<file path="config.mk">
export PLATFORM = sky130hd
export DESIGN_NAME = three_term_recurrence_checksum_flat
export DESIGN_NICKNAME = d
export VERILOG_FILES = /design/src/rtl/ttrc_pkg.sv /design/src/rtl/ttrc_channels.sv /design/src/rtl/three_term_recurrence_checksum.sv /design/src/rtl/ttrc_step.sv /design/src/flat_wrapper.sv
export VERILOG_INCLUDE_DIRS = /design/src /design/src/rtl
export SDC_FILE = /design/constraint.sdc
export NUM_CORES = 1
export LEC_CHECK = 0
export BUFFER_PORTS_ARGS = -buffer_cell sky130_fd_sc_hd__buf_2
export CAP_MARGIN = 20
export CORE_MARGIN = 8
export CORE_UTILIZATION = 33
export CTS_CLUSTER_DIAMETER = 150
export DETAILED_ROUTE_END_ITERATION = 7
export PLACE_DENSITY = 0.54
export SLEW_MARGIN = 20
export SYNTH_ARGS = -nofsm -noshare
export SYNTH_HDL_FRONTEND = slang
export SYNTH_SLANG_ARGS = --single-unit
</file>
<file path="constraint.sdc">
create_clock -name clock -period 14.5 [get_ports clock]
set_clock_uncertainty 0.1 [all_clocks]
set_input_delay 2.175 -clock clock [delete_from_list [all_inputs] [get_ports clock]]
set_output_delay 2.175 -clock clock [all_outputs]
set_load 0.03 [all_outputs]
</file>
<file path="src/rtl/assert_macros.svh">
// assertion macros for the checksum rtl
// no dependencies; compiled out when SYNTH is defined
`ifndef ASSERT_MACROS_SVH
`define ASSERT_MACROS_SVH

`ifndef SYNTH

`define ASSERT_PROP(lbl, clk, rst, prop) \
   lbl: assert property (@(posedge clk) disable iff (rst) (prop)) \
      else $error("assertion failed");

`define ASSERT_IMPL(lbl, clk, rst, ante, cons) \
   lbl: assert property (@(posedge clk) disable iff (rst) (ante) |-> (cons)) \
      else $error("assertion failed");

`define ASSERT_NEXT(lbl, clk, rst, ante, cons) \
   lbl: assert property (@(posedge clk) disable iff (rst) (ante) |=> (cons)) \
      else $error("assertion failed");

`else

`define ASSERT_PROP(lbl, clk, rst, prop)
`define ASSERT_IMPL(lbl, clk, rst, ante, cons)
`define ASSERT_NEXT(lbl, clk, rst, ante, cons)

`endif

`endif

</file>
<file path="src/rtl/ttrc_pkg.sv">
// constants, types and the modulo-65535 fold for the recurrence checksum
// no dependencies
`timescale 1ns / 1ps
`default_nettype none

package ttrc_pkg;

   localparam int unsigned BYTE_W = 8;
   localparam int unsigned TERM_W = 16;
   localparam int unsigned SUM_W  = BYTE_W + 1;
   localparam int unsigned PLUS_W = SUM_W + TERM_W;

   localparam logic [BYTE_W-1:0] ALPHA_MUL    = 8'd17;
   localparam logic [BYTE_W-1:0] BETA_MUL     = 8'd31;
   localparam logic [TERM_W-1:0] FIRST_OFFSET = 16'd7;
   localparam logic [TERM_W-1:0] TERM_RESET   = 16'd1;
   localparam logic [TERM_W-1:0] MODULUS      = 16'hFFFF;

   typedef struct packed {
      logic [TERM_W-1:0] older;
      logic [TERM_W-1:0] newer;
   } ttrc_terms_type;

   // x mod 65535 for x below 2^25: high part plus low part, one correction
   function automatic logic [TERM_W-1:0] fold_mod(input logic [PLUS_W-1:0] x);
      logic [TERM_W:0] s;
      s = {{(TERM_W + 1 - (PLUS_W - TERM_W)){1'b0}}, x[PLUS_W-1:TERM_W]}
        + {1'b0, x[TERM_W-1:0]};
      if (s >= {1'b0, MODULUS}) begin
         s = s - {1'b0, MODULUS};
      end
      return s[TERM_W-1:0];
   endfunction

endpackage

`default_nettype wire

</file>
<file path="src/rtl/ttrc_channels.sv">
// valid/ready channel interfaces for message bytes and checksum words
// no dependencies
`timescale 1ns / 1ps
`default_nettype none

interface ttrc_req_if;
   logic       valid;
   logic       ready;
   logic [7:0] data_byte;
   logic       last_byte;

   modport source(output valid, output data_byte, output last_byte, input ready);
   modport sink(input valid, input data_byte, input last_byte, output ready);
endinterface

interface ttrc_rsp_if;
   logic        valid;
   logic        ready;
   logic [15:0] checksum;

   modport source(output valid, output checksum, input ready);
   modport sink(input valid, input checksum, output ready);
endinterface

`default_nettype wire

</file>
<file path="src/rtl/three_term_recurrence_checksum.sv">
// top level of the three-term recurrence checksum
// depends on ttrc_pkg, ttrc_channels, ttrc_step and assert_macros.svh
`timescale 1ns / 1ps
`default_nettype none

// Takes a message one byte per word on req and returns one 16-bit checksum
// word on rsp for the byte marked last_byte; other bytes give no word. The
// block accepts one byte every clock cycle. Each byte is registered on
// acceptance and then goes through the term update (four multiplies, a
// subtract and a fold modulo 65535; a first byte just adds an offset).
// The result feeds the newer/older term registers, and that loop sets the
// rate; for a last byte it goes to an output register as the checksum and
// the terms reset, so bytes keep flowing while it waits; only a second last
// byte stalls behind an untaken checksum.
module three_term_recurrence_checksum (
   input  wire logic   clock,
   input  wire logic   reset,
   ttrc_req_if.sink    req,
   ttrc_rsp_if.source  rsp
);
   import ttrc_pkg::*;

   logic                 item_valid_ff, item_valid_in;
   logic [BYTE_W-1:0]    item_byte_ff, item_byte_in;
   logic                 item_last_ff, item_last_in;
   logic                 in_msg_ff, in_msg_in;
   logic [BYTE_W-1:0]    position_ff, position_in;
   ttrc_terms_type       terms_ff, terms_in;
   logic                 rsp_valid_ff, rsp_valid_in;
   logic [TERM_W-1:0]    rsp_sum_ff, rsp_sum_in;

   logic                 advance;
   logic                 accept;
   logic [TERM_W-1:0]    step_term;
   ttrc_terms_type       terms_step;
   logic [BYTE_W-1:0]    position_step;

   assign advance   = item_valid_ff && (!item_last_ff || !rsp_valid_ff || rsp.ready);
   assign req.ready = !item_valid_ff || advance;
   assign accept    = req.valid && req.ready;

   ttrc_step u_step (
      .data_byte (item_byte_ff),
      .position  (position_ff),
      .terms     (terms_ff),
      .next_term (step_term)
   );

   always_comb begin
      if (!in_msg_ff) begin
         terms_step.older = TERM_RESET;
         terms_step.newer = {{(TERM_W - BYTE_W){1'b0}}, item_byte_ff} + FIRST_OFFSET;
         position_step    = BYTE_W'(1);
      end else begin
         terms_step.older = terms_ff.newer;
         terms_step.newer = step_term;
         position_step    = position_ff + BYTE_W'(1);
      end
   end

   always_comb begin
      item_valid_in = item_valid_ff;
      item_byte_in  = item_byte_ff;
      item_last_in  = item_last_ff;
      in_msg_in     = in_msg_ff;
      position_in   = position_ff;
      terms_in      = terms_ff;
      rsp_valid_in  = rsp_valid_ff;
      rsp_sum_in    = rsp_sum_ff;

      if (rsp.ready) begin
         rsp_valid_in = 1'b0;
      end

      if (advance) begin
         item_valid_in = 1'b0;
         if (item_last_ff) begin
            in_msg_in      = 1'b0;
            position_in    = '0;
            terms_in.older = TERM_RESET;
            terms_in.newer = TERM_RESET;
            rsp_valid_in   = 1'b1;
            rsp_sum_in     = terms_step.newer;
         end else begin
            in_msg_in   = 1'b1;
            position_in = position_step;
            terms_in    = terms_step;
         end
      end

      if (accept) begin
         item_valid_in = 1'b1;
         item_byte_in  = req.data_byte;
         item_last_in  = req.last_byte;
      end
   end

   always_ff @(posedge clock) begin
      if (reset) begin
         item_valid_ff  <= 1'b0;
         in_msg_ff      <= 1'b0;
         position_ff    <= '0;
         terms_ff.older <= TERM_RESET;
         terms_ff.newer <= TERM_RESET;
         rsp_valid_ff   <= 1'b0;
      end else begin
         item_valid_ff <= item_valid_in;
         in_msg_ff     <= in_msg_in;
         position_ff   <= position_in;
         terms_ff      <= terms_in;
         rsp_valid_ff  <= rsp_valid_in;
      end
   end

   always_ff @(posedge clock) begin
      item_byte_ff <= item_byte_in;
      item_last_ff <= item_last_in;
      rsp_sum_ff   <= rsp_sum_in;
   end

   assign rsp.valid    = rsp_valid_ff;
   assign rsp.checksum = rsp_sum_ff;

`include "assert_macros.svh"

   `ASSERT_IMPL(a_idle_state, clock, reset, !in_msg_ff, (position_ff == '0) && (terms_ff.older == TERM_RESET) && (terms_ff.newer == TERM_RESET))
   `ASSERT_PROP(a_newer_below_mod, clock, reset, terms_ff.newer != MODULUS)
   `ASSERT_NEXT(a_mid_byte_opens, clock, reset, advance && !item_last_ff, in_msg_ff && rsp_valid_ff == $past(rsp_valid_ff && !rsp.ready))
   `ASSERT_NEXT(a_last_byte_emits, clock, reset, advance && item_last_ff, rsp_valid_ff && !in_msg_ff)
   `ASSERT_NEXT(a_last_waits, clock, reset, item_valid_ff && item_last_ff && rsp_valid_ff && !rsp.ready, item_valid_ff && item_last_ff && $stable(item_byte_ff) && $stable(rsp_sum_ff))

endmodule

`default_nettype wire

</file>
<file path="src/rtl/ttrc_step.sv">
// one recurrence step: next term from byte, index and the two previous terms
// depends on ttrc_pkg
`timescale 1ns / 1ps
`default_nettype none

module ttrc_step (
   input  wire logic [7:0]              data_byte,
   input  wire logic [7:0]              position,
   input  wire ttrc_pkg::ttrc_terms_type terms,
   output logic [15:0]                  next_term
);
   import ttrc_pkg::*;

   logic [2*BYTE_W-1:0] alpha_prod;
   logic [2*BYTE_W-1:0] beta_prod;
   logic [BYTE_W-1:0]   alpha;
   logic [BYTE_W-1:0]   beta;
   logic [SUM_W-1:0]    coeff;
   logic [PLUS_W-1:0]   plus;
   logic [PLUS_W-2:0]   minus;
   logic                plus_ge;
   logic [PLUS_W-1:0]   diff;
   logic [TERM_W-1:0]   folded;

   assign alpha_prod = (2*BYTE_W)'(position) * (2*BYTE_W)'(ALPHA_MUL);
   assign beta_prod  = (2*BYTE_W)'(position) * (2*BYTE_W)'(BETA_MUL);
   assign alpha      = alpha_prod[BYTE_W-1:0];
   assign beta       = beta_prod[BYTE_W-1:0];
   assign coeff      = {1'b0, data_byte} + {1'b0, alpha};
   assign plus       = PLUS_W'(coeff) * PLUS_W'(terms.newer);
   assign minus      = (PLUS_W - 1)'(beta) * (PLUS_W - 1)'(terms.older);
   assign plus_ge    = plus >= {1'b0, minus};
   assign diff       = plus_ge ? (plus - {1'b0, minus}) : ({1'b0, minus} - plus);
   assign folded     = fold_mod(diff);

   // negative difference: (65536 - d) mod 65535
   always_comb begin
      if (plus_ge) begin
         next_term = folded;
      end else if (folded == '0) begin
         next_term = TERM_W'(1);
      end else if (folded == TERM_W'(1)) begin
         next_term = '0;
      end else begin
         next_term = '0 - folded;
      end
   end

endmodule

`default_nettype wire
</file>
<file path="src/flat_wrapper.sv">
// flat-port wrapper written by rule: the top's interface ports become plain ports
module three_term_recurrence_checksum_flat import ttrc_pkg::*;
  (clock, reset, req_valid, req_data_byte, req_last_byte, req_ready, rsp_valid, rsp_checksum, rsp_ready);
  ttrc_req_if req_i ();
  ttrc_rsp_if rsp_i ();
  input  wire logic clock;
  input  wire logic reset;
  input wire logic [$bits(req_i.valid)-1:0] req_valid;
  input wire logic [$bits(req_i.data_byte)-1:0] req_data_byte;
  input wire logic [$bits(req_i.last_byte)-1:0] req_last_byte;
  output wire logic [$bits(req_i.ready)-1:0] req_ready;
  output wire logic [$bits(rsp_i.valid)-1:0] rsp_valid;
  output wire logic [$bits(rsp_i.checksum)-1:0] rsp_checksum;
  input wire logic [$bits(rsp_i.ready)-1:0] rsp_ready;
  assign req_i.valid = req_valid;
  assign req_i.data_byte = req_data_byte;
  assign req_i.last_byte = req_last_byte;
  assign req_ready = req_i.ready;
  assign rsp_valid = rsp_i.valid;
  assign rsp_checksum = rsp_i.checksum;
  assign rsp_i.ready = rsp_ready;
  three_term_recurrence_checksum u_core (.clock(clock), .reset(reset), .req(req_i), .rsp(rsp_i));
endmodule
</file>
# After elaboration in Yosys (flattened, before gate mapping)
# Index checks and enable logic that the tools add are counted.
# W data, S select, Z words.
dict set report classes {
  mux 15
  n_eq_ne 1
  n_mul 4
  reduce_logical 11
  magnitude_cmp 2
  n_addsub 8
}
# op count
set op_table {}
lappend op_table {{$mux W16} 4}
lappend op_table {{$mux W32} 2}
lappend op_table {{$ge A25 B24 Y1} 1}
lappend op_table {{$mul A9 B16 Y25} 1}
lappend op_table {{$mux W25} 1}
lappend op_table {{$sub A24 B25 Y25} 1}
lappend op_table {{$sub A25 B24 Y25} 1}
lappend op_table {{$mul A8 B16 Y24} 1}
lappend op_table {{$add A9 B16 Y17} 1}
lappend op_table {{$ge A17 B16 Y1 const B} 1}
lappend op_table {{$eq A16 B1 Y1 const B} 1}
lappend op_table {{$logic_not A16 Y1} 1}
lappend op_table {{$mul A8 B5 Y8 const B} 2}
lappend op_table {{$mux W8} 2}
lappend op_table {{$sub A1 B16 Y16 const A} 1}
lappend op_table {{$sub A16 B16 Y16 const B} 1}
lappend op_table {{$add A8 B3 Y9 const B} 1}
lappend op_table {{$add A8 B8 Y9} 1}
lappend op_table {{$add A8 B1 Y8 const B} 1}
lappend op_table {{$mux W1} 6}
lappend op_table {{$logic_not A1 Y1} 3}
lappend op_table {{$logic_or A1 B1 Y1} 3}
lappend op_table {{$logic_and A1 B1 Y1} 2}
lappend op_table {{$reduce_and A2 Y1} 1}
lappend op_table {{$reduce_bool A2 Y1} 1}
dict set report totals {
  register_bits 68
  wordCells 50
  output_inout_bits 18
}

# Longest topological paths before layout
# Gate-level depths: netlist of the first run.
dict set report logic_depth {
  ltp_word 14
  depth_mapped 69
  depth_no_buf 65
}

# Cells and area by module
# A second synthesis of the first run with hierarchy kept.
dict set report unflattened {
  cells_unflattened 1957
  area_unflattened_um2 16087.9
}
# mod n_inst cells_per_inst area_per_inst_um2
set modules_own_cells {}
lappend modules_own_cells {ttrc_step 1 1698 13374.1}
lappend modules_own_cells {three_term_recurrence_checksum 1 259 2713.9}

# Least setup slack after synthesis of the first run
# Ideal clock, no wire load.
dict set report synth_timing {
  path_kind {register -> register}
  from {register u_core.position_ff[1]}
  to {register u_core.terms_ff[6] (netlist bit)}
  t_required_ns 14.340
  synth_period_minus_slack_ns 14.628
  setup_time_ns 0.060
  stages_incl_launch_ff 61
  setup_slack_ns -0.128
  arrival_time_ns 14.468
  cell_sequence {dfxtp_1 fa_1 inv_1 fa_1 fa_1 o21ai_0 o21ai_0 o21bai_1 a21oi_1 xnor2_1 clkbuf_1 and2_1 fa_1 inv_1 fa_1 fa_1 fa_1 inv_1 [25 not listed] o41ai_1 xor2_1 ha_1 o21a_1 or2_2 a41oi_1 a311o_1 o2111ai_1 a221oi_1 mux2i_2 nor2_1 a21o_1 buf_6 mux2_4 and3_1 or4_4 a31oi_2 a22o_1}
}
# item line
set synth_rtl {}
lappend synth_rtl {{start: declaration} three_term_recurrence_checksum.sv:27} ;# logic [BYTE_W-1:0] position_ff, position_in;
lappend synth_rtl {{start signal: assignment} three_term_recurrence_checksum.sv:109} ;# position_ff <= position_in;
lappend synth_rtl {{end signal: assignment} three_term_recurrence_checksum.sv:110} ;# terms_ff <= terms_in;
lappend synth_rtl {{end: declaration} three_term_recurrence_checksum.sv:28} ;# ttrc_terms_type terms_ff, terms_in;

==> flow_summary.json, run 1 <==
{
  "wl_per_cell_um": 18.88,
  "clock_sinks": 68,
  "outcome": "completed",
  "worstSetupPathType": "flop to flop",
  "synth_compound_gate_area_share": 0.1721,
  "grt_pass1_vias": 14210,
  "ys.flop_type": "dfxtp_1",
  "fin_area_um2": 18300,
  "drt-pass1-iter-count": 5,
  "fin_crit_sh": 0.9660,
  "viasPerCell": 5.219,
  "synthSimpleGateAreaFrac": 0.1945,
  "fmax_ghz": 0.07139,
  "cap_violations": 0,
  "hold_class": "flop to flop",
  "fillCellCount": 5014,
  "setup-violations-final": 0,
  "gr-usage-all-layers": 0.1785,
  "muxShareOfSynthArea": 0.006317,
  "worst_slew_pin_slew_ns": 1.096,
  "synth_common_cells": "inv_1, nand2_1, fa_1",
  "num_io_pins": 31,
  "cts_max_level": 3,
  "syn-num-nets": 2381,
  "rows": 81,
  "clk_latency_ns": 0.35,
  "crit_path_top_delay_cell": "fa_1",
  "drive_gt1_frac": 0.1117,
  "yosysTopAreaCellShare": 0.2428,
  "ctsLongestPathBuffers": 2,
  "timing.rr.start": "u_core.position_ff[2]",
  "syn_to_final_growth_pct": 12.70,
  "ys_types": 82,
  "grt_pass1_wl_um": 80940,
  "ys_ff_latch": 68,
  "drc": 0,
  "critPathLaunchType": "flop",
  "start_util": 0.3332,
  "yosys.area.top_type": "fa_1",
  "die_x_um": 237.9,
  "rrSetupSlack_ns": 0.49,
  "root_buffer": "clkbuf_16",
  "fin_ws_ns": 0.4933,
  "rr_worst_depth": 59,
  "clk_pin_slew_ns": 0.06,
  "cts_inserted_buffers": 9,
  "synthTopCellsByArea": "fa_1, ha_1, inv_1, dfxtp_1, and2_1",
  "avgSynthCellArea_um2": 8.117,
  "numPortBuffers": 30,
  "tritoncts": "yes",
  "antenna_found_initial": 2,
  "synth_fa_ha_area_frac": 0.3738,
  "dieArea_um2": 56570,
  "ys_seq_area_frac": 0.09922,
  "end_kind": "flop",
  "synth_top_family_by_area": "adder cells",
  "arrival_ns": 14.20,
  "crit_top_cell": "fa_1",
  "async_reset_ff_frac": 0,
  "grt_max_degree": 32,
  "place_congestion": 0.9155,
  "antenna_left": 0,
  "place_hpwl_um": 41850,
  "core_um2": 48750,
  "yosysMostFrequentCell": "inv_1",
  "routed_wirelength_um": 51400,
  "endpoint": "u_core.terms_ff[6]",
  "nets": 2434,
  "dr.first_iter.drc_count": 941,
  "vias": 14210,
  "grt_overflow": 0,
  "cp_data_required_time_ns": 14.69,
  "post-place-ws_ns": -0.2137,
  "synth-edff-count": 25,
  "period_needed_ns": 14.01,
  "die_h_um": 237.9,
  "netlist_instances": 2001,
  "yosysWarnings": 0,
  "r2r-end": "u_core.terms_ff[6]",
  "place_area_um2": 17420,
  "hold_violations": 0,
  "synth-xor-area-share": 0.06147,
  "postCtsHoldBufs": 0,
  "max_stage_delay_ns": 0.55,
  "syn_area_um2": 16240,
  "critPathMaxFanout": 7,
  "slew-limit-headroom": 0.2687,
  "critPathLaunch": "u_core.position_ff[2]",
  "slew_viol_final": 0,
  "antennaDiodeCount": 0
}
## per-stage QoR
step	cells	utilization	setup TNS (ns)	hold slack, ns
2_1_floorplan	2001	-	0	0.3437
3_3_place_gp	2685	0.3574	0	0.4423
3_5_place_dp	2685	0.3574	-1.290	0.4398
4_1_cts	2701	0.3644	0	0.4475
5_1_grt	2723	0.3755	-0.7805	0.4778
6_report	2723	0.3755	0	0.4475
## layer usage
layer / GRT usage / part of all wire
met2: 0.2916 / 0.47
met1: 0.2516 / 0.46
met4: 0.03745 / 0.020
met5: 0 / 0
met3: 0.02123 / 0.057
## kinds of logic (layout without fill, tap and decap cells)
group	after synthesis	in the layout
flip-flops	68	68
buffers and inverters	388	444
adder cells (fa/ha/maj)	367	367
multiplexers	9	9
XOR/XNOR	114	114
AND/OR/NAND/NOR	633	633
AO/OA/AOI/OAI	422	424
## critical path, delay by kind of cell (launching register included)
kind / cells / cell delay (ns)
adder cells (fa/ha/maj): 11 / 4.88
AO/OA/AOI/OAI: 25 / 4.44
AND/OR/NAND/NOR: 10 / 2.21
XOR/XNOR: 4 / 0.92
buffers and inverters: 7 / 0.62
multiplexers: 2 / 0.43
flip-flops: 1 / 0.34
## worst min path at each step
| stage | start | endpoint | slack (ns) | depth (start not counted) |
|---|---|---|---|---|
| 3_3_place_gp | u_core.position_ff[6] | u_core.position_ff[6] | 0.44 | 1 |
| 5_1_grt | u_core.position_ff[6] | u_core.position_ff[6] | 0.48 | 1 |
| 2_1_floorplan | u_core.terms_ff[0] | u_core.terms_ff[16] | 0.34 | 2 |
| 3_5_place_dp | u_core.position_ff[6] | u_core.position_ff[6] | 0.44 | 1 |
| 6_report | u_core.position_ff[6] | u_core.position_ff[6] | 0.45 | 1 |
| 4_1_cts | u_core.position_ff[6] | u_core.position_ff[6] | 0.45 | 1 |
## cells in the final DEF (no fill, tap or decap), drive strengths merged, types with 36 or more instances in the layout
cell type and count:
inv 309, nand2 203, fa 197, ha 170, and2 134, a21oi 123
buf 122, nor2 103, o21ai 77, xnor2 77, dfxtp 43, xor2 37
o21bai 36
## sequential cells by signal, indices dropped and copies added, names as in the netlist
name	flops
u_core.rsp.valid	1
u_core.in_msg_ff	1
u_core.rsp.checksum	16
u_core.position_ff	8
u_core.item_valid_ff	1
u_core.item_last_ff	1
u_core.item_byte_ff	8
u_core.terms_ff	32
## final cells by class
| type | instances | area [µm²] | share of cell area |
|---|---|---|---|
| well taps | 664 | 830.8 | 0.04539 |
| repair buffers | 122 | 855.8 | 0.04676 |
| multi-input cells | 1547 | 13540 | 0.7400 |
| clock inverters | 5 | 56.30 | 0.003076 |
| inverters | 306 | 1149 | 0.06275 |
| flip-flops and latches | 68 | 1614 | 0.08818 |
| clock buffers | 11 | 254.0 | 0.01388 |
## what timing repair did
action / 4_1_cts / 5_1_grt
setup buffers: 0 / 21
pin swaps: 2 / 51
endpoints found under the setup margin: 26 / 32
gates cloned: 0 / 2
gates resized for setup: 6 / 75
endpoints found under the hold margin: 0 / 0
Power of run 1 is not shown: default switching activity piles up to over one toggle a cycle in this logic, so the estimate is an artifact.
==> run 2, diff against run 1 <==
--- a/config.mk
+++ b/config.mk
@@ -10,6 +10,7 @@
 export CAP_MARGIN = 20
 export CORE_MARGIN = 8
 export CORE_UTILIZATION = 33
+export CTS_BUF_LIST = sky130_fd_sc_hd__clkbuf_8
 export CTS_CLUSTER_DIAMETER = 150
 export DETAILED_ROUTE_END_ITERATION = 7
 export PLACE_DENSITY = 0.54
==> run 2 against run 1 <==
  * Fmax about the same
  * Wire length hardly changed
  * Sequential share of layout area is 0.051 points higher
  * Design area shrank 0.42%
  * Worst hold slack improved by 0.020 ns
  * Flip-flop and latch count stayed put
  * Critical path depth is the same
  * Register-to-register slack is essentially flat
  * Global-route usage about the same
  * Via count hardly changed
==> flow_summary.json, run 2 (same netlist as run 1, synthesis figures left out) <==
{
  "grt_max_degree": 32,
  "rr_worst_depth": 59,
  "place_congestion": 0.9155,
  "antenna_left": 0,
  "cp_data_required_time_ns": 14.74,
  "critPathLaunch": "u_core.position_ff[2]",
  "drc": 0,
  "drive_gt1_frac": 0.1131,
  "critPathLaunchType": "flop",
  "root_buffer": "clkbuf_8",
  "syn_to_final_growth_pct": 12.22,
  "ctsLongestPathBuffers": 2,
  "gr-usage-all-layers": 0.1789,
  "timing.rr.start": "u_core.position_ff[2]",
  "top_usage_layer": "met2",
  "place_hpwl_um": 41850,
  "grt_overflow": 0,
  "period_needed_ns": 14.00,
  "met3_usage": 0.02146,
  "grt_pass1_vias": 14200,
  "drt-pass1-iter-count": 5,
  "worstSetupPathType": "flop to flop",
  "antennaDiodeCount": 0,
  "clk_pin_slew_ns": 0.08,
  "placed_cells": 2685,
  "final_common_cell": "inv_1",
  "num_io_pins": 31,
  "clock_sinks": 68,
  "core_um2": 48750,
  "endpoint": "u_core.terms_ff[6]",
  "hold_class": "flop to flop",
  "worst_slew_pin_slew_ns": 1.086,
  "critPathMaxFanout": 14,
  "clk_latency_ns": 0.39,
  "wl_per_cell_um": 18.87,
  "end_kind": "flop",
  "cts_max_level": 3,
  "outcome": "completed",
  "largest_reg_flops": 32,
  "grt_util_met1": 0.2515,
  "dr.first_iter.drc_count": 1015,
  "final_cells": 2724,
  "cts_inserted_buffers": 9,
  "viasPerCell": 5.215,
  "antenna_found_initial": 2,
  "rrSetupSlack_ns": 0.50,
  "numPortBuffers": 30,
  "fin_hold_ws_ns": 0.4672,
  "crit_top_cell": "fa_1",
  "fin_crit_sh": 0.9655,
  "die_h_um": 237.9,
  "nets": 2435,
  "r2r-end": "u_core.terms_ff[6]",
  "fin_tns_setup_ns": 0,
  "routed_wirelength_um": 51400,
  "fmax_ghz": 0.07143,
  "setup-violations-final": 0,
  "start_util": 0.3332,
  "regMostFlops": "u_core.terms_ff",
  "place_area_um2": 17420,
  "grt_pass1_wl_um": 80900,
  "use_met2": 0.2917,
  "postCtsHoldBufs": 0,
  "slew_viol_final": 0,
  "arrival_ns": 14.24,
  "dieArea_um2": 56570,
  "hold_violations": 0,
  "max_stage_delay_ns": 0.56,
  "cap_violations": 0,
  "rows": 81,
  "crit_path_top_delay_cell": "fa_1",
  "vias": 14210,
  "slew-limit-headroom": 0.2749,
  "die_x_um": 237.9,
  "fin_area_um2": 18230,
  "most-common-layout-cells": "inv_1, nand2_1, fa_1, ha_1, and2_1",
  "tritoncts": "yes"
}
==> run 2: cell types whose count changed in the layout (fill, tap and decap cells not counted), sizes merged <==
| cell | before | now |
|---|---|---|
| bufinv | 1 | 2 |
| buf | 122 | 123 |
| clkbuf | 11 | 9 |
| inv | 309 | 310 |
==> run 2: area by class of cell <==
type / count / area [µm²]
flip-flops and latches: 68 / 1617
fillers: 5029 / 30520
repair buffers: 123 / 863.3
clock buffers: 9 / 123.9
clock inverters: 7 / 90.09
multi-input cells: 1547 / 13550
well taps: 664 / 830.8
inverters: 306 / 1149
==> run 2: worst min path at each step <==
stage | startpoint | endpoint | slack (ns) | cells past startpoint
final | u_core.position_ff[6] | u_core.position_ff[6] | 0.47 | 1
after floorplan | u_core.terms_ff[0] | u_core.terms_ff[16] | 0.34 | 2
after CTS | u_core.position_ff[6] | u_core.position_ff[6] | 0.45 | 1
after global routing | u_core.position_ff[6] | u_core.position_ff[6] | 0.48 | 1
after global placement | u_core.position_ff[6] | u_core.position_ff[6] | 0.44 | 1
after detailed placement | u_core.position_ff[6] | u_core.position_ff[6] | 0.44 | 1
==> run 2: repair_timing <==
action	CTS	global route
resized for setup	6	77
setup buffers	1	20
endpoints found under the setup margin	26	32
cloned	0	2
pin swaps	1	48
==> run 2: critical path, delay by kind of cell (launching register included) <==
family / cells / cell delay, ns
AO/OA/AOI/OAI: 24 / 4.28
XOR/XNOR: 5 / 0.90
buffers and inverters: 7 / 0.71
AND/OR/NAND/NOR: 11 / 2.39
multiplexers: 1 / 0.31
adder cells (fa/ha/maj): 11 / 4.87
flip-flops: 1 / 0.36
==> run 2: stage by stage <==
stage	utilization	worst slack, ns
6_report	0.3739	0.5000
3_5_place_dp	0.3574	-0.2137
2_1_floorplan	-	0.09230
3_3_place_gp	0.3574	0.1067
4_1_cts	0.3626	0.004736
5_1_grt	0.3739	-0.1318
==> run 2: routing by layer <==
| layer | share of wire | routed length (µm) |
|---|---|---|
| met5 | 0 | 0 |
| met4 | 0.022 | 1132 |
| met3 | 0.043 | 2202 |
| met2 | 0.47 | 23960 |
| met1 | 0.47 | 24100 |
Power of run 2 is left out for the same reason.
==> run 3, diff against run 2 <==
==> constraint.sdc (replaced) <==
create_clock -name clock -period 11.6 [get_ports clock]
set_clock_uncertainty 0.1 [all_clocks]
set_input_delay 1.74 -clock clock [delete_from_list [all_inputs] [get_ports clock]]
set_output_delay 1.74 -clock clock [all_outputs]
set_load 0.03 [all_outputs]
==> run 3 against run 2 <==
  * The run now ends with setup timing left
  * Cell count up 16%
  * Global-route usage is 1.2 points higher
  * Clock-buffer cell count did not move
  * Wire length increased by 5.8%
  * Design area grew 21%
  * Register-to-register slack lost 2.3 ns
  * Worst hold slack better by 0.021 ns
  * Flip-flop and latch count unchanged
  * Critical path type unchanged
  * Highest routed layer unchanged
==> flow_summary.json, run 3 (same netlist as run 1, synthesis figures left out) <==
{
  "outcome": "complete, but fails checks",
  "violations": "setup timing",
  "crit_path_top_delay_cell": "fa_1",
  "die_x_um": 237.9,
  "slew_viol_final": 0,
  "max_stage_delay_ns": 0.51,
  "vias": 15720,
  "grt_max_degree": 32,
  "fin_ws_ns": -1.825,
  "most-common-layout-cells": "buf_4, inv_1, nand2_1, fa_1, ha_1",
  "fin_crit_sh": 1.157,
  "antenna_found_initial": 0,
  "clk_latency_ns": 0.39,
  "tritoncts": "yes",
  "clk_pin_slew_ns": 0.09,
  "fmax_ghz": 0.07449,
  "critPathLaunchType": "flop",
  "register_area_um2": 1620,
  "cts_inserted_buffers": 9,
  "antenna_left": 0,
  "rsz0062_at_grt": "true",
  "period_needed_ns": 13.43,
  "die_h_um": 237.9,
  "grt_pass1_vias": 16120,
  "num_io_pins": 31,
  "routed_wirelength_um": 54370,
  "largest_reg_flops": 32,
  "end_kind": "flop",
  "nets": 2881,
  "fillCellCount": 4803,
  "fin_area_um2": 22050,
  "gr-usage-all-layers": 0.1914,
  "multi_input_area_um2": 13970,
  "placed_cells": 3109,
  "hold_violations": 0,
  "regMostFlops": "u_core.terms_ff",
  "drive_gt1_frac": 0.2997,
  "syn_to_final_growth_pct": 35.74,
  "start_util": 0.3332,
  "core_um2": 48750,
  "place_congestion": 0.8904,
  "critPathMaxFanout": 7,
  "cp_data_required_time_ns": 11.78,
  "slew-limit-headroom": 0.2919,
  "fin_util": 0.4522,
  "clock_sinks": 68,
  "arrival_ns": 13.61,
  "setup-violations-final": 32,
  "cp_top_family": "compound AO/OA/AOI/OAI gates",
  "wl_per_cell_um": 17.15,
  "drc": 0,
  "ctsLongestPathBuffers": 2,
  "drt-pass1-iter-count": 6,
  "fin_tns_setup_ns": -55.87,
  "worst-path-buf-inv": 13,
  "cap_violations": 0,
  "viasPerCell": 4.956,
  "worstSetupPathType": "flop to flop",
  "grt_overflow": 0,
  "dr.first_iter.drc_count": 844,
  "rows": 81,
  "dieArea_um2": 56570,
  "numPortBuffers": 30,
  "final_cells": 3171,
  "hold_class": "flop to flop",
  "final_common_cell": "buf_4",
  "root_buffer": "clkbuf_8",
  "grt_pass1_wl_um": 87310,
  "worst_slew_pin_slew_ns": 1.049,
  "rrSetupSlack_ns": -1.83,
  "cts_max_level": 3,
  "place_hpwl_um": 45830,
  "place_area_um2": 20850
}
==> run 3: worst reg2reg max path: cells and delay by family, from the launching register on <==
family	cells	cell delay [ns]
flip-flops	1	0.37
multiplexers	1	0.16
adder cells (fa/ha/maj)	11	4.38
AO/OA/AOI/OAI	28	4.60
buffers and inverters	13	1.30
XOR/XNOR	4	0.69
AND/OR/NAND/NOR	11	1.71
==> run 3: final timing paths <==
check,cells after the start,from,end
max reg2reg,68,u_core.position_ff[2],u_core.terms_ff[1]
min reg2reg,2,u_core.item_valid_ff,u_core.item_valid_ff
min,2,u_core.item_valid_ff,u_core.item_valid_ff
max,68,u_core.position_ff[2],u_core.terms_ff[1]
==> run 3: routing by layer <==
layer	track usage	share of wire	up-vias
li1	-	-	7619
met1	0.2609	0.46	7719
met2	0.3112	0.46	304
met3	0.03126	0.049	74
met4	0.05261	0.029	0
met5	0	0	-
==> run 3: layout make-up <==
type / instances / share of cell area
Antenna cell: 1 / 0.0001135
Clock buffer: 9 / 0.005619
Clock inverter: 7 / 0.003405
Inverter: 306 / 0.05210
Multi-Input combinational cell: 1545 / 0.6338
Sequential cell: 68 / 0.07350
Tap cell: 664 / 0.03768
Timing Repair Buffer: 571 / 0.1938
==> run 3: through the flow <==
step           hold slack [ns]  worst slack (ns)
2_1_floorplan           0.3437            -1.671
3_3_place_gp            0.4622            -1.876
3_5_place_dp            0.4769            -2.072
4_1_cts                 0.4909            -1.855
5_1_grt                 0.5226            -2.508
6_report                0.4881            -1.825
==> run 3: what timing repair did <==
| item | 4_1_cts | 5_1_grt |
|---|---|---|
| setup buffers | 31 | 14 |
| hold endpoints to repair | 0 | 0 |
| setup endpoints to repair | 32 | 32 |
| resized for setup | 88 | 59 |
| hold buffers | 0 | 0 |
| cloned | 0 | 0 |
| pin swaps | 46 | 52 |
Power of run 3 is left out for the same reason.
